===== src/hw/rtl/wspa_pkg.sv =====
// wspa_pkg: shared types and constants of the watch slot pool allocator.
// Used by wspa_ctrl, wspa_dp and watch_slot_pool_allocator; depends on nothing.
`default_nettype none

package wspa_pkg;

	localparam int LINK_W = 6;
	localparam int SLOT_W = 5;
	localparam logic [LINK_W-1:0] NULL_LINK = 6'h3F;

	typedef enum logic [1:0] {
		OP_ALLOC   = 2'd0,
		OP_RELEASE = 2'd1,
		OP_FIND    = 2'd2,
		OP_NONE    = 2'd3
	} op_t;

	typedef enum logic [1:0] {
		ST_OK         = 2'd0,
		ST_FULL       = 2'd1,
		ST_NOT_ACTIVE = 2'd2
	} status_t;

	typedef enum logic [2:0] {
		S_IDLE,
		S_ALLOC,
		S_REL_CHK,
		S_REL_WALK,
		S_REL_UNLINK,
		S_REL_PUSH,
		S_FIND
	} ctl_state_t;

	typedef enum logic [2:0] {
		DP_NOP,
		DP_LOAD,
		DP_ALLOC,
		DP_REL_HEAD,
		DP_STEP,
		DP_UNLINK,
		DP_PUSH
	} dp_op_t;

	typedef enum logic [1:0] {
		SEL_ZERO,
		SEL_FREE,
		SEL_TARGET
	} slot_sel_t;

	typedef struct packed {
		dp_op_t    op;
		logic      fin;
		status_t   fin_status;
		slot_sel_t fin_slot;
		logic      fin_empty;
	} dp_cmd_t;

	typedef struct packed {
		logic free_valid;
		logic target_valid;
		logic target_is_head;
		logic walk_valid;
		logic walk_hit;
		logic link_hit;
		logic count_done;
	} dp_sts_t;

endpackage

`default_nettype wire


===== src/hw/rtl/wspa_ctrl.sv =====
// wspa_ctrl: sequencer for allocate, release and find.
// Depends on wspa_pkg; issues commands to wspa_dp and reads its status.
`default_nettype none

module wspa_ctrl import wspa_pkg::*; (
	input  wire logic       clk,
	input  wire logic       arst_n,
	input  wire logic       start,
	input  wire logic [1:0] operation,
	input  wire dp_sts_t    sts,
	output logic            busy,
	output dp_cmd_t         cmd
);

	ctl_state_t state_q, state_d;
	op_t        op_in;

	assign op_in = op_t'(operation);

	always_ff @(posedge clk or negedge arst_n) begin
		if (!arst_n) begin
			state_q <= S_IDLE;
		end else begin
			state_q <= state_d;
		end
	end

	always_comb begin
		state_d = state_q;
		unique case (state_q)
			S_IDLE: begin
				if (start) begin
					unique case (op_in)
						OP_ALLOC:   state_d = S_ALLOC;
						OP_RELEASE: state_d = S_REL_CHK;
						OP_FIND:    state_d = S_FIND;
						default:    state_d = S_IDLE;
					endcase
				end
			end
			S_ALLOC: state_d = S_IDLE;
			S_REL_CHK: begin
				if (!sts.target_valid || sts.target_is_head) state_d = S_IDLE;
				else state_d = S_REL_WALK;
			end
			S_REL_WALK: begin
				if (sts.count_done || !sts.walk_valid) state_d = S_IDLE;
				else if (sts.link_hit) state_d = S_REL_UNLINK;
			end
			S_REL_UNLINK: state_d = S_REL_PUSH;
			S_REL_PUSH:   state_d = S_IDLE;
			S_FIND: begin
				if (sts.count_done || !sts.walk_valid || sts.walk_hit) state_d = S_IDLE;
			end
			default: state_d = S_IDLE;
		endcase
	end

	always_comb begin
		cmd.op         = DP_NOP;
		cmd.fin        = 1'b0;
		cmd.fin_status = ST_OK;
		cmd.fin_slot   = SEL_ZERO;
		cmd.fin_empty  = 1'b0;
		unique case (state_q)
			S_IDLE: begin
				if (start) begin
					cmd.op = DP_LOAD;
					// unknown operation answers at once with everything zero
					if (op_in == OP_NONE) cmd.fin = 1'b1;
				end
			end
			S_ALLOC: begin
				cmd.fin = 1'b1;
				if (sts.free_valid) begin
					cmd.op       = DP_ALLOC;
					cmd.fin_slot = SEL_FREE;
				end else begin
					cmd.fin_status = ST_FULL;
				end
			end
			S_REL_CHK: begin
				if (!sts.target_valid) begin
					cmd.fin        = 1'b1;
					cmd.fin_status = ST_NOT_ACTIVE;
				end else if (sts.target_is_head) begin
					cmd.op  = DP_REL_HEAD;
					cmd.fin = 1'b1;
				end
			end
			S_REL_WALK: begin
				if (sts.count_done || !sts.walk_valid) begin
					cmd.fin        = 1'b1;
					cmd.fin_status = ST_NOT_ACTIVE;
				end else if (!sts.link_hit) begin
					cmd.op = DP_STEP;
				end
			end
			S_REL_UNLINK: cmd.op = DP_UNLINK;
			S_REL_PUSH: begin
				cmd.op  = DP_PUSH;
				cmd.fin = 1'b1;
			end
			S_FIND: begin
				if (sts.count_done || !sts.walk_valid) begin
					cmd.fin        = 1'b1;
					cmd.fin_status = ST_NOT_ACTIVE;
					cmd.fin_empty  = 1'b1;
				end else if (sts.walk_hit) begin
					cmd.fin       = 1'b1;
					cmd.fin_slot  = SEL_TARGET;
					cmd.fin_empty = 1'b1;
				end else begin
					cmd.op = DP_STEP;
				end
			end
			default: begin
			end
		endcase
	end

	assign busy = (state_q != S_IDLE);

endmodule

`default_nettype wire


===== config.mk =====
export PLATFORM = sky130hd
export DESIGN_NAME = wspa_ctrl
export DESIGN_NICKNAME = d
export VERILOG_FILES = /design/src/hw/rtl/wspa_pkg.sv /design/src/hw/rtl/wspa_ctrl.sv
export SDC_FILE = /design/constraint.sdc
export NUM_CORES = 1
export LEC_CHECK = 0
export BUFFER_PORTS_ARGS = -buffer_cell sky130_fd_sc_hd__buf_2
export CAP_MARGIN = 15
export CORE_AREA = 2 2 39 41
export DETAILED_ROUTE_END_ITERATION = 6
export DIE_AREA = 0 0 41 43
export GPL_ROUTABILITY_DRIVEN = 1
export PLACE_DENSITY_LB_ADDON = 0.12
export SLEW_MARGIN = 20
export SYNTH_ARGS = -nofsm -noshare
export SYNTH_HDL_FRONTEND = slang
export SYNTH_SLANG_ARGS = --single-unit

===== constraint.sdc =====
create_clock -name clk -period 1.6 [get_ports clk]
set_input_delay 0.32 -clock clk [delete_from_list [all_inputs] [get_ports clk]]
set_output_delay 0.32 -clock clk [all_outputs]
set_load 0.02 [all_outputs]

-- Word level (Yosys, flattened, before mapping)
Cells that the tools add are included.
- register bits after elaboration: 3
- input bits: 12
- output and inout port bits: 10
- logic and storage cells: 55
- equality and inequality tests: 12
- multiplexer cells: 32
- reduce and logical (&&, ||, !) cells: 10
- operators with widths (operator ; number):
    $mux 3 ; 11
    $pmux 3 s7 ; 1
    $pmux 3 s5 ; 1
    $mux 2 ; 7
    $eq 3x3->1 const B ; 3
    $pmux 3 s3 ; 1
    $mux 1 ; 8
    $pmux 2 s4 ; 1
    $eq 3x2->1 const B ; 2
    $pmux 1 s5 ; 1
    $eq 2x2->1 const B ; 2
    $ne 2x2->1 const B ; 2
    $pmux 2 s2 ; 1
    $eq 3x1->1 const B ; 1
    $logic_not 3->1 ; 1
    $logic_or 1x1->1 ; 3
    $ne 3x3->1 const B ; 1
    $reduce_and 3->1 ; 1
    $reduce_bool 3->1 ; 1
    $eq 2x1->1 const B ; 1
    $logic_not 1->1 ; 2
    $logic_not 2->1 ; 1
    $reduce_or 2->1 ; 1

-- Depth between registers and ports, before layout
- word-level depth: 5
- depth in mapped cells: 5
- gate-level depth less buffers: 5

-- Least setup slack after synthesis
OpenSTA, ideal clock, no wires.
- kind: register to output
- from: reg state_q[2]
- to: out cmd[5] (netlist name)
- arrival: 1285 ps
- data required time: 1280 ps
- slack: -5 ps
- cell stages (with the launch flop): 5
- buffers on the path: 1
- cell sequence: dfrtp_1 -> buf_4 -> inv_1 -> a211o_1 -> a32oi_1
- RTL lines (element ; RTL line ; text):
    from (decl) ; wspa_ctrl.sv:15 ; ctl_state_t state_q, state_d;
    from (signal assigned) ; wspa_ctrl.sv:24 ; state_q <= state_d;
    to (decl) ; wspa_ctrl.sv:12 ; output dp_cmd_t cmd

==> metrics.txt <==
status finished with violations; failing checks setup timing; # diodes 0; worst-case clock buffer depth 2; total die area 1763 um2; Filler cells 127; Largest Register state_q; final worst slack -0.1748 ns; skew final 0.002107 ns; Int Pwr 777.8 uW; initial antenna violation count 0; Synth Area in XOR/XNOR 0; critical path required time 1.28 ns; # rows 14; Congestion Overflow GR 0; synthesized instance count 53; Arr. time, crit path 1.45 ns; DR vias/cell 4.903; Core ar. 1384 um2; Combinational Power Share 0.787; mux contribution to synthesized area 0; Routed Antenna Nets 0; FF-to-FF setup slack 0.08 ns; clk root buf clkbuf_4; Finish-stage setup viols 7; 1st-pass router iterations 3; Final Util 0.6248; Ys Warns 0; share of cells above drive strength 1 0.6701; cells along the critical path nand3b_4 > or3_4 > o211ai_2 > buf_6; Sw Pwr 595.1 uW; drt drc 0; area share of and/or/nand/nor cells after synthesis 0.3195; Sw Ratio 0.4335; dpl hpwl 1051 um; crit path time final 1.775 ns; Sink Count 3; largest family of logic cells by synthesized area compound AO/OA/AOI/OAI gates; post-synthesis sequential area ratio 0.1775; Max stage delay on crit path 0.47 ns; Clock power frac 0.100; Layout Area Growth over Synthesis 104.4%; CP Capture Type output pin; reg2reg path depth 4; crit path launch type flop; RSZ-0062 raised after global routing yes; Post-Route WL 1387 um; clk slew on worst S/H paths 0.04 ns; post-route clock period utilization 1.109; die height 43 um; routability congestion estimate 0.8344; Worst-Margin Slew 0.3832 ns; Synth Area in Compound Gates 0.3225; vias 554; H-tree levels 1; worst vdd rail ir drop 0.7673 mV; WL per Instance 12.27 um; die width 41 um; CTS tree built; total power draw 1.373 mW; # Max-Cap Violations 0; Tot GR Track Use 0.1886; Final nets 113; port buffer count 21; Largest register FFs 3; syn avg cell area 7.979 um2; maximum fanout along the worst path 7; Yosys cell types 30; DR iter-0 viols 3; Achievable Freq 563.4 MHz; post-synthesis cell area 422.9 um2; P per Cell Area 1588 nW/um2; fin. max-slew vios 0; critical path class flop to output pin; worst skew pair latency 0.23 ns; IO Count 22; LEAKAGE 0.4454 nW; first-pass GRT wire length 2318 um; Largest regs state_q: 3 flops; cts bufs inserted 3; Adder-Cell Fraction of Synth Area 0.08876; min-delay worst type input pin to async pin; largest net degree at the start of global routing 9; power share of the sequential group 0.114; slowest CP cell dfrtp_2; Fin. Hold Viols 0; starting density of the core 0.3056; vias in the first global route 576; Synth Register Bits 3; Syn Nets 68; slew margin rel. 0.7440
-- synthesized netlist by cell type (all sizes together) --
| cell | count | area, um2 |
|---|---|---|
| inv | 5 | 18.76 |
| a21oi | 4 | 20.02 |
| nor2b | 4 | 25.02 |
| buf | 3 | 20.01 |
| dfrtp | 3 | 75.07 |
| ha | 3 | 37.54 |
| nand2 | 3 | 11.26 |
| nor3 | 3 | 15.01 |
| a211o | 2 | 17.52 |
| a211oi | 2 | 15.01 |
| a32oi | 2 | 17.52 |
| nand2b | 2 | 12.51 |
| o211ai | 2 | 20.02 |
| o31ai | 2 | 15.01 |
| or4 | 2 | 18.77 |
| and3 | 1 | 6.260 |
| and3b | 1 | 8.760 |
| nand3 | 1 | 5.000 |
| nand3b | 1 | 11.26 |
| nor2 | 1 | 3.750 |
| o21ai | 1 | 5.000 |
| o311ai | 1 | 8.760 |
| o31a | 1 | 8.760 |
| o41ai | 1 | 8.760 |
| or2 | 1 | 6.260 |
| or3 | 1 | 11.26 |
-- cell families (layout without fill, tap and decap cells) --
logic type	after synthesis	after routing
AND/OR/NAND/NOR	21	21
adder cells (fa/ha/maj)	3	3
buffers and inverters	8	52
AO/OA/AOI/OAI	18	18
flip-flops	3	3
-- power groups by stage --
stage / registers, mW / clock network, mW / logic [mW]
3_5_place_dp: 0.145 / 0 / 0.789
4_1_cts: 0.152 / 0.141 / 0.943
5_1_grt: 0.160 / 0.150 / 1.17
6_report: 0.156 / 0.137 / 1.08
2_1_floorplan: 0.128 / 0 / 0.477
3_3_place_gp: 0.146 / 0 / 0.798
-- path summary, 6_finish.rpt --
check                                start         end
worst max-delay path            state_q[0]      cmd[8]
min in group clk                    sts[1]  state_q[2]
worst min register to register  state_q[2]  state_q[1]
max in group asynchronous           arst_n  state_q[0]
worst max register to register  state_q[0]  state_q[2]
worst min-delay path                arst_n  state_q[1]
-- placed cells by master, fill, tap and decap left out, drive strengths merged --
cell and instances:
o31a 1, dlygate4sd3 1, inv 5, or2 1, nand3b 1, nand3 1
or4 2, or3 1, o211ai 2, buf 42, nor3 3, ha 3
and3 1, and3b 1, o31ai 2, nor2 1, o41ai 1, nand2b 2
dfrtp 3, a32oi 2, nor2b 4, a21oi 4, a211o 2, clkbuf 4
a211oi 2, nand2 3, o311ai 1, o21ai 1
-- repair_timing --
| action | 4_1_cts | 5_1_grt |
|---|---|---|
| pin swaps | 3 | 3 |
| hold buffers | 1 | 0 |
| setup endpoints to repair | 9 | 9 |
| hold endpoints to repair | 3 | 0 |
| resized for setup | 15 | 22 |
| setup buffers | 3 | 2 |
-- critical path, delay by kind of cell, from the launching register on --
| kind | cells | cell delay [ns] |
|---|---|---|
| buffers and inverters | 1 | 0.14 |
| DFF | 1 | 0.47 |
| AOI/OAI and AO/OA | 1 | 0.08 |
| and+or+nand+nor | 2 | 0.52 |
-- per-stage QoR --
step	std cells	worst slack, ns	TNS, ns	area [um2]	hold slack, ns
after global routing	113	-0.2300	-1.124	864.6	0.4160
after CTS	113	-0.1695	-0.9571	784.5	0.4047
final	113	-0.1748	-0.6392	864.6	0.4185
after global placement	105	-0.08113	-0.08113	670.6	0.1155
after floorplan	53	0.09687	0	430.4	0.02441
after detailed placement	105	-0.07985	-0.07985	670.6	0.1174
-- layout make-up --
| cell class | instances | area [um2] | share of cell area |
|---|---|---|---|
| Inverter | 5 | 18.77 | 0.02171 |
| Multi-Input combinational cell | 42 | 394.1 | 0.4559 |
| Timing Repair Buffer | 43 | 329.1 | 0.3806 |
| Tap cell | 16 | 20.02 | 0.02315 |
| Sequential cell | 3 | 76.32 | 0.08828 |
| Clock buffer | 4 | 26.28 | 0.03039 |
-- layer usage --
metal | vias up | global-route usage | part of all wire | routed length, um
li1 | 291 | - | - | -
met1 | 246 | 0.2532 | 0.45 | 623
met5 | - | 0 | 0 | 0
met3 | 2 | 0.03141 | 0.038 | 53
met4 | 0 | 0.06000 | 0.012 | 16
met2 | 15 | 0.2938 | 0.50 | 695
No activity file was read; power rests on OpenSTA's default activity.
