$ cat config.mk
export PLATFORM = sky130hd
export DESIGN_NAME = wspa_dp
export DESIGN_NICKNAME = d
export VERILOG_FILES = /design/src/hw/rtl/wspa_pkg.sv /design/src/hw/rtl/wspa_dp.sv
export SDC_FILE = /design/constraint.sdc
export NUM_CORES = 1
export LEC_CHECK = 0
export BUFFER_PORTS_ARGS = -buffer_cell sky130_fd_sc_hd__buf_2
export CAP_MARGIN = 15
export CORE_AREA = 2 2 148 150
export CTS_CLUSTER_SIZE = 10
export DETAILED_ROUTE_END_ITERATION = 7
export DIE_AREA = 0 0 150 152
export HOLD_SLACK_MARGIN = 0.06
export PLACE_DENSITY = 0.76
export SLEW_MARGIN = 15
export SYNTH_ARGS = -nofsm -noshare
export SYNTH_HDL_FRONTEND = slang
export SYNTH_SLANG_ARGS = --single-unit
$ cat constraint.sdc
create_clock -name clk -period 4.15 [get_ports clk]
set_clock_uncertainty 0.1 [all_clocks]
set_input_delay 0.83 -clock clk [delete_from_list [all_inputs] [get_ports clk]]
set_output_delay 0.83 -clock clk [all_outputs]
set_load 0.05 [all_outputs]
$ cat src/hw/rtl/wspa_pkg.sv
// wspa_pkg: shared types and constants of the watch slot pool allocator.
// Used by wspa_ctrl, wspa_dp and watch_slot_pool_allocator; depends on nothing.
`default_nettype none

package wspa_pkg;

	localparam int LINK_W = 6;
	localparam int SLOT_W = 5;
	localparam logic [LINK_W-1:0] NULL_LINK = 6'h3F;

	typedef enum logic [1:0] {
		OP_ALLOC   = 2'd0,
		OP_RELEASE = 2'd1,
		OP_FIND    = 2'd2,
		OP_NONE    = 2'd3
	} op_t;

	typedef enum logic [1:0] {
		ST_OK         = 2'd0,
		ST_FULL       = 2'd1,
		ST_NOT_ACTIVE = 2'd2
	} status_t;

	typedef enum logic [2:0] {
		S_IDLE,
		S_ALLOC,
		S_REL_CHK,
		S_REL_WALK,
		S_REL_UNLINK,
		S_REL_PUSH,
		S_FIND
	} ctl_state_t;

	typedef enum logic [2:0] {
		DP_NOP,
		DP_LOAD,
		DP_ALLOC,
		DP_REL_HEAD,
		DP_STEP,
		DP_UNLINK,
		DP_PUSH
	} dp_op_t;

	typedef enum logic [1:0] {
		SEL_ZERO,
		SEL_FREE,
		SEL_TARGET
	} slot_sel_t;

	typedef struct packed {
		dp_op_t    op;
		logic      fin;
		status_t   fin_status;
		slot_sel_t fin_slot;
		logic      fin_empty;
	} dp_cmd_t;

	typedef struct packed {
		logic free_valid;
		logic target_valid;
		logic target_is_head;
		logic walk_valid;
		logic walk_hit;
		logic link_hit;
		logic count_done;
	} dp_sts_t;

endpackage

`default_nettype wire

$ cat src/hw/rtl/wspa_dp.sv
// wspa_dp: link table, list heads, walk pointer and result registers.
// Depends on wspa_pkg; driven by the command struct from wspa_ctrl.
`default_nettype none

module wspa_dp import wspa_pkg::*; #(
	parameter int POOL_SLOTS = 32
) (
	input  wire logic              clk,
	input  wire logic              arst_n,
	input  wire logic [SLOT_W-1:0] slot_number,
	input  wire dp_cmd_t           cmd,
	output dp_sts_t                sts,
	output logic                   done,
	output logic [1:0]             status,
	output logic [SLOT_W-1:0]      granted_slot,
	output logic                   active_empty
);

	localparam int IDX_W = (POOL_SLOTS > 1) ? $clog2(POOL_SLOTS) : 1;
	localparam int CNT_W = $clog2(POOL_SLOTS + 1);

	logic [LINK_W-1:0] link_q [POOL_SLOTS];
	logic [LINK_W-1:0] active_head_q, free_head_q;
	logic [LINK_W-1:0] target_q, walk_q;
	logic [CNT_W-1:0]  count_q;
	logic              was_empty_q;
	logic              done_q;
	status_t           status_q;
	logic [SLOT_W-1:0] granted_q;
	logic              empty_out_q;

	logic [LINK_W-1:0] rd_addr, rd_data;
	logic              wr_en;
	logic [LINK_W-1:0] wr_addr, wr_data;

	function automatic logic is_slot(input logic [LINK_W-1:0] link);
		return link < LINK_W'(POOL_SLOTS);
	endfunction

	// single read port on the link table
	always_comb begin
		unique case (cmd.op)
			DP_ALLOC:               rd_addr = free_head_q;
			DP_REL_HEAD, DP_UNLINK: rd_addr = target_q;
			default:                rd_addr = walk_q;
		endcase
	end

	assign rd_data = is_slot(rd_addr) ? link_q[rd_addr[IDX_W-1:0]] : NULL_LINK;

	always_comb begin
		wr_en   = 1'b0;
		wr_addr = target_q;
		wr_data = free_head_q;
		unique case (cmd.op)
			DP_ALLOC: begin
				wr_en   = 1'b1;
				wr_addr = free_head_q;
				wr_data = active_head_q;
			end
			DP_REL_HEAD, DP_PUSH: begin
				wr_en = 1'b1;
			end
			DP_UNLINK: begin
				wr_en   = 1'b1;
				wr_addr = walk_q;
				wr_data = rd_data;
			end
			default: begin
				wr_en = 1'b0;
			end
		endcase
	end

	always_ff @(posedge clk or negedge arst_n) begin
		if (!arst_n) begin
			for (int i = 0; i < POOL_SLOTS; i++) begin
				link_q[i] <= (i + 1 < POOL_SLOTS) ? LINK_W'(i + 1) : NULL_LINK;
			end
		end else if (wr_en) begin
			link_q[wr_addr[IDX_W-1:0]] <= wr_data;
		end
	end

	always_ff @(posedge clk or negedge arst_n) begin
		if (!arst_n) begin
			active_head_q <= NULL_LINK;
			free_head_q   <= '0;
		end else begin
			unique case (cmd.op)
				DP_ALLOC: begin
					free_head_q   <= rd_data;
					active_head_q <= free_head_q;
				end
				DP_REL_HEAD: begin
					active_head_q <= rd_data;
					free_head_q   <= target_q;
				end
				DP_PUSH: begin
					free_head_q <= target_q;
				end
				default: begin
				end
			endcase
		end
	end

	// walk state for release and find
	always_ff @(posedge clk) begin
		if (cmd.op == DP_LOAD) begin
			target_q    <= {1'b0, slot_number};
			walk_q      <= active_head_q;
			count_q     <= '0;
			was_empty_q <= !is_slot(active_head_q);
		end else if (cmd.op == DP_STEP) begin
			walk_q  <= rd_data;
			count_q <= count_q + CNT_W'(1);
		end
	end

	always_ff @(posedge clk or negedge arst_n) begin
		if (!arst_n) begin
			done_q <= 1'b0;
		end else begin
			done_q <= cmd.fin;
		end
	end

	always_ff @(posedge clk) begin
		if (cmd.fin) begin
			status_q    <= cmd.fin_status;
			empty_out_q <= cmd.fin_empty & was_empty_q;
			case (cmd.fin_slot)
				SEL_FREE:   granted_q <= free_head_q[SLOT_W-1:0];
				SEL_TARGET: granted_q <= target_q[SLOT_W-1:0];
				default:    granted_q <= '0;
			endcase
		end
	end

	always_comb begin
		sts.free_valid     = is_slot(free_head_q);
		sts.target_valid   = is_slot(target_q);
		sts.target_is_head = (active_head_q == target_q);
		sts.walk_valid     = is_slot(walk_q);
		sts.walk_hit       = (walk_q == target_q);
		sts.link_hit       = (rd_data == target_q);
		sts.count_done     = (count_q == CNT_W'(POOL_SLOTS));
	end

	assign done         = done_q;
	assign status       = status_q;
	assign granted_slot = granted_q;
	assign active_empty = empty_out_q;

endmodule

`default_nettype wire

== Yosys cells after proc, flatten, opt, wreduce, memory -nomap -nowiden ==
Cells that the tools add are included.

* Flip-flop bits (word level): 231
* Input bits: 16

* Add/subtract/negate cells: 1
* $lt $le $gt $ge: 8
* Equal/unequal tests: 12
* Muxes and demuxes: 16
* Bitwise gates (word level): 3
* Reductions and logical operators: 8

{| class="wikitable"
|+ Operator list
! cell !! count
|-
| $bwmux 192 || 1
|-
| $pmux 6 s2 || 4
|-
| $mux 6 || 6
|-
| $bmux 6 s5 || 1
|-
| $demux 6 s5 || 1
|-
| $lt 6x6->1 const B || 4
|-
| $pmux 5 s2 || 2
|-
| $eq 6x5->1 || 3
|-
| $ge 6x6->1 const B || 2
|-
| $not 5->6 || 2
|-
| $eq 3x3->1 const B || 3
|-
| $add 6x1->6 const B || 1
|-
| $eq 3x2->1 const B || 2
|-
| $eq 6x6->1 const B || 1
|-
| $lt 5x6->1 const B || 1
|-
| $lt 6x1->1 const B || 1
|-
| $reduce_bool 2->1 || 3
|-
| $reduce_or 2->1 || 2
|-
| $reduce_or 4->1 || 1
|-
| $eq 3x1->1 const B || 1
|-
| $eq 2x1->1 const B || 1
|-
| $eq 2x2->1 const B || 1
|-
| $and 1x1->1 || 1
|-
| $logic_and 1x1->1 || 1
|-
| 2 further kinds || 2
|}

== Depth between registers and ports, before layout ==
Gate-level depths: netlist of run 1.

* Depth in word-level cells: 10
* Mapped depth: 15
* Depth with buffers taken out: 10

== Least setup slack after synthesis of run 1 ==
OpenSTA, ideal clock, no wires.

* Path type: input-to-output
* Start point: input cmd[8] (netlist name)
* End point: output sts[1] (netlist name)
* Arrival: 3.451 ns
* Slack: -0.231 ns
* Stages on the path: 13
* Path buffers: 3
* Cell sequence: buf_4 buf_6 and3_1 o21bai_2 nor2_4 buf_6 nor2_2 a22oi_1 o22ai_1 or4_1 o211ai_2 and4_1 and4_1

{| class="wikitable"
|+ RTL lines
! element !! line !! source
|-
| start: declaration || wspa_dp.sv:11 || <nowiki>input wire dp_cmd_t cmd,</nowiki>
|-
| end: declaration || wspa_dp.sv:12 || <nowiki>output dp_sts_t sts,</nowiki>
|}

==> metrics.cfg, run 1 <==
[clock_tree]
root_buffer=sky130_fd_sc_hd__clkbuf_16
cts_tree=yes
clock_pin_transition_on_the_worst_setup_and_hold_timing_paths_ps=60
clkSinkCount=231
cts-buffers-inserted=27
post_cts_hold_buffer_count=0
clock_insertion_delay_worst_skew_ps=550
cts-root-to-sink-buffers=3
htree_num_levels=1

[routing]
avg_wl_per_cell_um=23.5
route.antenna.remaining_nets=0
num_vias=11205
drt_pass1_iterations=5
drt_wl_total_um=42100
drt_iter0_drc=1089
viasPerCell=6.26
drc_errors=0

[critical_path]
timing.critical_path.required_ps=3220
worst_path_dominant_cell_family=simple AND/OR/NAND/NOR gates
critical_path.max_stage_delay_ps=530
cp_slowest_cell=sky130_fd_sc_hd__or4_4
cp-start-kind=input pin
critPathArrivalTime_ps=3520
critical_path_buf_inv_count=6
critPathCaptureType=primary output
ff2ff_setup_slack_ps=840
path_cells=buf_6 > or2_4 > buf_6 > o22a_4 > buf_6 > o211ai_1 > buf_4 > buf_4 > a21oi_1 > or4_4 > o211ai_4 > and4_1 > and4_4 > buf_8
critical_path_peak_fanout=8
path_type_of_the_worst_setup_path=in -> out
timing.critical_path.mode_cell=sky130_fd_sc_hd__buf_6

[logic_synthesis]
syn_inst=1262
ys_types=87
ys_seq_elements=231
synthArstFlopShare_pct=88.7
synth_edf_count=20
avgSynthCellArea_um2=9.48
yosys_most_used_dff=sky130_fd_sc_hd__dfrtp_1
yosys_warnings=0
syn-num-nets=1282
syn-cell-area_um2=12000
sequential_share_of_the_synthesized_area_pct=49.9

[grt]
overflow_left_after_global_routing=0
globalRouteTotalUtil_pct=37.4
first_pass_grt_wire_length_um=64900
number_of_antenna_violations_at_the_first_check_in_global_routing=0
maximum_number_of_pins_on_one_net_before_global_route_repair=100
number_of_global_route_vias_before_repair=10916

[hold_path]
timing.hold.worst.class=in -> async

[cells_and_area]
antennaDiodeCount=0
layout-area-overhead-vs-synth_pct=32.2
final_cell_area_um2=15800
nets_final=1511
fillCellCount=1539
layout.cells.most_common=sky130_fd_sc_hd__nand2_1
drive_above_1_share_pct=36.3
mostFrequentLayoutCells=224 x sky130_fd_sc_hd__nand2_1, 204 x sky130_fd_sc_hd__buf_4, 113 x sky130_fd_sc_hd__o21ai_0, 113 x sky130_fd_sc_hd__dfrtp_1, 92 x sky130_fd_sc_hd__dfstp_2
final_core_util_pct=74.1

[sta]
final-hold-violation-count=0
report.final.setup_viol=1
rsz0062_at_grt=true
final_critical_path_setup_slack_ps=-305
fmaxAchievable_mhz=224
worstMarginPinSlew_ps=1220
slew_viol_final=0
min_period_ps=4450
slew-limit-headroom_pct=18.6
period_share_pct=107

[floorplanning]
dieArea_um2=22800
initial_core_utilization_pct=56.0
core_area_um2=21400
die_h_um=152
placementRows=54
die_width_um=150
number_of_primary_i_o_pins=32

[run_status]
violations=negative setup slack
run_status=finished with violations

[placed_design]
post-dp-hpwl_um=28700
dpl-instance-area_um2=13900
place.gp.congestion=1.01
numPortBuffers=30

[power_and_ir_drop]
power.density_nw_per_um2=593
report.power.total_mw=9.38
vdd_drop_max_uv=482
p_leak_nw=6.98

[job]
max_cap_violations=0

-- registers in the layout, summed over array words and instances (netlist names) --
signal / cells
link_q: 192
active_head_q: 6
count_q: 6
free_head_q: 6
walk_q: 6
granted_slot: 5
target_q: 5
status: 2
active_empty: 1
done: 1
was_empty_q: 1
-- cell usage after synthesis (all sizes together), types with 6 or more instances --
| library cell | count | area share, % |
|---|---|---|
| a211oi | 18 | 1.1 |
| a21oi | 57 | 2.5 |
| a221oi | 8 | 0.59 |
| a22oi | 15 | 0.94 |
| a31oi | 24 | 1.3 |
| and2 | 9 | 0.47 |
| and3 | 12 | 0.63 |
| buf | 59 | 3.0 |
| clkbuf | 23 | 0.72 |
| dfrtp | 113 | 24 |
| dfstp | 92 | 20 |
| dfxtp | 6 | 1.0 |
| edfxtp | 20 | 5.0 |
| inv | 49 | 1.5 |
| mux2 | 37 | 3.5 |
| mux2i | 59 | 4.9 |
| nand2 | 231 | 7.3 |
| nand2b | 6 | 0.31 |
| nand3 | 22 | 0.92 |
| nand4 | 6 | 0.31 |
| nor2 | 76 | 2.6 |
| nor3 | 22 | 0.92 |
| o211ai | 11 | 0.85 |
| o21ai | 155 | 6.5 |
| o22ai | 22 | 1.3 |
| o311ai | 6 | 0.44 |
| o32ai | 8 | 0.59 |
| xnor2 | 10 | 0.79 |
| xor2 | 6 | 0.50 |
-- final cells by class --
type	instances	area [um2]	share of cell area, %
Timing Repair Buffer	281	2540	16.0
Multi-Input combinational cell	900	5980	37.8
Sequential cell	231	5970	37.7
Tap cell	280	350	2.21
Inverter	50	188	1.19
Clock buffer	48	785	4.96
Clock inverter	1	20.0	0.127
-- metrics by stage --
step	setup WS, ps	hold WS (ps)	TNS (ps)	cells
finish	-305	216	-305	1791
global placement	-734	351	-1530	1697
global route	-371	302	-371	1791
detailed placement	-821	357	-4080	1697
CTS	-223	291	-223	1784
floorplan	10.6	342	0	1262
-- logic make-up after synthesis --
logic type	Yosys count	share of synthesized area, %
AOI/OAI and AO/OA	374	19.7
muxes	96	8.42
adders and majority gates	4	0.418
xor gates and xnor gates	16	1.30
DFF	231	49.9
and+or+nand+nor	408	15.0
buffers and inverters	132	5.28
other	1	0.0313
-- final timing paths --
path                                            to  cells after the start               startpoint
max                                         sts[1]                     14                   cmd[6]
min                        link_q[148]$_DFFE_PN0P_                      1                   arst_n
max reg2reg                link_q[156]$_DFFE_PN0P_                     16    target_q[0]$_DFFE_PP_
min reg2reg                link_q[123]$_DFFE_PN1P_                      2  link_q[123]$_DFFE_PN1P_
max in group asynchronous  link_q[129]$_DFFE_PN1P_                      2                   arst_n
min in group clk             target_q[4]$_DFFE_PP_                      1           slot_number[4]
-- repair_timing --
action	4_1_cts	5_1_grt
buffers inserted	36	7
gates resized for setup	124	12
pin swaps	51	24
gates cloned	4	0
setup endpoints to repair	1	1
-- power breakdown --
| part | switching (mW) | internal, mW |
|---|---|---|
| Combinational | 1.75 | 1.38 |
| Clock | 0.931 | 1.27 |
| Sequential | 0.622 | 3.43 |
-- metal layers --
layer  track usage, %  vias up  share of wire, %  wire, um
met5                0        -                 0         0
met4             11.0        0               3.7      1550
met2             56.9      615                45     19000
met1             54.7     5501                42     17800
met3             7.00      126               8.8      3700
li1                 -     4963                 -         -
No activity file was read; power rests on OpenSTA's default activity.
==> inputs of run 2 (changes only) <==
--- a/config.mk
+++ b/config.mk
@@ -7,10 +7,10 @@
 export LEC_CHECK = 0
 export BUFFER_PORTS_ARGS = -buffer_cell sky130_fd_sc_hd__buf_2
 export CAP_MARGIN = 15
-export CORE_AREA = 2 2 148 150
+export CORE_AREA = 8 8 154 156
 export CTS_CLUSTER_SIZE = 10
 export DETAILED_ROUTE_END_ITERATION = 7
-export DIE_AREA = 0 0 150 152
+export DIE_AREA = 0 0 162 164
 export HOLD_SLACK_MARGIN = 0.06
 export PLACE_DENSITY = 0.76
 export SLEW_MARGIN = 15
==> metrics.cfg, run 2 (synthesized netlist as in run 1, its figures left out) <==
[grt]
number_of_antenna_violations_at_the_first_check_in_global_routing=0
maximum_number_of_pins_on_one_net_before_global_route_repair=115
first_pass_grt_wire_length_um=63900
globalRouteTotalUtil_pct=30.9
number_of_global_route_vias_before_repair=10867
overflow_left_after_global_routing=0

[clock_tree]
post_cts_hold_buffer_count=0
clkSinkCount=231
cts_tree=yes
root_buffer=sky130_fd_sc_hd__clkbuf_16
htree_num_levels=1
cts-buffers-inserted=28
clock_insertion_delay_worst_skew_ps=570
cts-root-to-sink-buffers=3
clock_pin_transition_on_the_worst_setup_and_hold_timing_paths_ps=60

[critical_path]
critPathCaptureType=primary output
critPathArrivalTime_ps=3620
path_type_of_the_worst_setup_path=in -> out
r2r-end=link_q[93]$_DFFE_PN0P_
timing.critical_path.required_ps=3220
critical_path_peak_fanout=11
ff2ff_setup_slack_ps=640
critPathLaunch=cmd[8]
critical_path.max_stage_delay_ps=400
cp_slowest_cell=sky130_fd_sc_hd__a2111oi_4
crit-reg2reg-launch=walk_q[0]$_DFFE_PP_
path_cells=buf_12 > buf_6 > a21o_1 > buf_6 > o211ai_4 > nor2_4 > buf_4 > a2111oi_4 > nor3_1 > buf_4 > o32ai_4 > a31oi_1 > a221oi_2 > and4_4 > buf_8
rr_worst_depth=15
cp-start-kind=input pin

[placed_design]
post-dp-hpwl_um=28400
numPortBuffers=30
place.gp.congestion=1.00
dpl-instance-area_um2=13900

[routing]
avg_wl_per_cell_um=22.9
drt_wl_total_um=40800
route.antenna.remaining_nets=0
drt_iter0_drc=1315
drc_errors=0
viasPerCell=6.23
num_vias=11103
drt_pass1_iterations=5

[cells_and_area]
flip_flop_count_of_the_largest_register_all_copies_and_words_added=192
nets_final=1502
final_cell_area_um2=15400
mostFrequentLayoutCells=226 x sky130_fd_sc_hd__nand2_1, 210 x sky130_fd_sc_hd__buf_4, 113 x sky130_fd_sc_hd__o21ai_0
layout-area-overhead-vs-synth_pct=28.6
drive_above_1_share_pct=34.0
most_flop_heavy_register=link_q
fillCellCount=1629
layout.cells.most_common=sky130_fd_sc_hd__nand2_1
antennaDiodeCount=0

[hold_path]
timing.hold.worst.class=in -> async

[floorplanning]
die_width_um=162
initial_core_utilization_pct=56.0
die_h_um=164
placementRows=54
core_area_um2=21400
number_of_primary_i_o_pins=32
dieArea_um2=26600

[sta]
final-hold-violation-count=0
worstMarginPinSlew_ps=1210
report.final.setup_viol=1
rsz0062_at_grt=true
slew_viol_final=0
slew-limit-headroom_pct=18.3
period_share_pct=110
finalHoldWorstSlack_ps=258
final_critical_path_setup_slack_ps=-403
min_period_ps=4550
fmaxAchievable_mhz=220

[power_and_ir_drop]
vdd_drop_max_uv=434
power.density_nw_per_um2=602
p_leak_nw=6.83

[run_status]
run_status=finished with violations
violations=negative setup slack

[job]
max_cap_violations=0

run 2: how the worst max path moves through the flow:
stage             end  slack, ps  depth (start not counted)
3_5_place_dp   sts[1]       -880                         13
4_1_cts        sts[1]       -340                         17
3_3_place_gp   sts[1]       -900                         13
5_1_grt        sts[1]       -440                         17
6_report       sts[1]       -400                         15
2_1_floorplan  sts[1]         10                         14
run 2: critical path: cells and delay by family:
family / cells / cell delay (ps)
AOI/OAI and AO/OA: 6 / 1390
and+or+nand+nor: 3 / 540
buffers and inverters: 6 / 850
run 2: what timing repair did:
action / CTS / global route
setup endpoints to repair: 1 / 1
buffers inserted: 22 / 4
resized for setup: 57 / 27
hold endpoints to repair: 0 / 0
pin swaps: 21 / 20
gates cloned: 2 / 0
run 2: cell type report:
class	count	area [um2]	area share, %
flip-flops and latches	231	5970	38.8
multi-input cells	900	5740	37.3
repair buffers	271	2300	14.9
clock buffers	47	792	5.15
well taps	280	350	2.28
inverters	50	188	1.22
clock inverters	4	47.5	0.309
run 2: power by group:
part	internal, mW	total (mW)	leakage, nW	switching [mW]
sequential	3.43	4.04	2.63	0.612
clock	1.30	2.25	0.399	0.956
combinational	1.30	2.98	3.81	1.68
total	6.02	9.27	6.83	3.24
run 2: per-layer routing:
metal | part of all wire (%) | up-vias | track usage (%)
met5 | 0 | - | 0
met4 | 4.2 | 0 | 12.8
met3 | 9.8 | 145 | 6.14
met2 | 44 | 636 | 47.4
met1 | 42 | 5376 | 42.3
li1 | - | 4946 | -
run 2: metrics by stage:
| step | power [mW] | setup slack (ps) | instances | util, % | TNS [ps] |
|---|---|---|---|---|---|
| final | 9.27 | -403 | 1783 | 72.1 | -403 |
| after global routing | 9.71 | -435 | 1783 | 72.1 | -435 |
| after detailed placement | 6.69 | -876 | 1705 | 65.1 | -5550 |
| after floorplan | 5.45 | 10.6 | 1262 | - | 0 |
| after global placement | 6.59 | -905 | 1705 | 65.1 | -5140 |
| after CTS | 9.11 | -339 | 1779 | 71.2 | -339 |
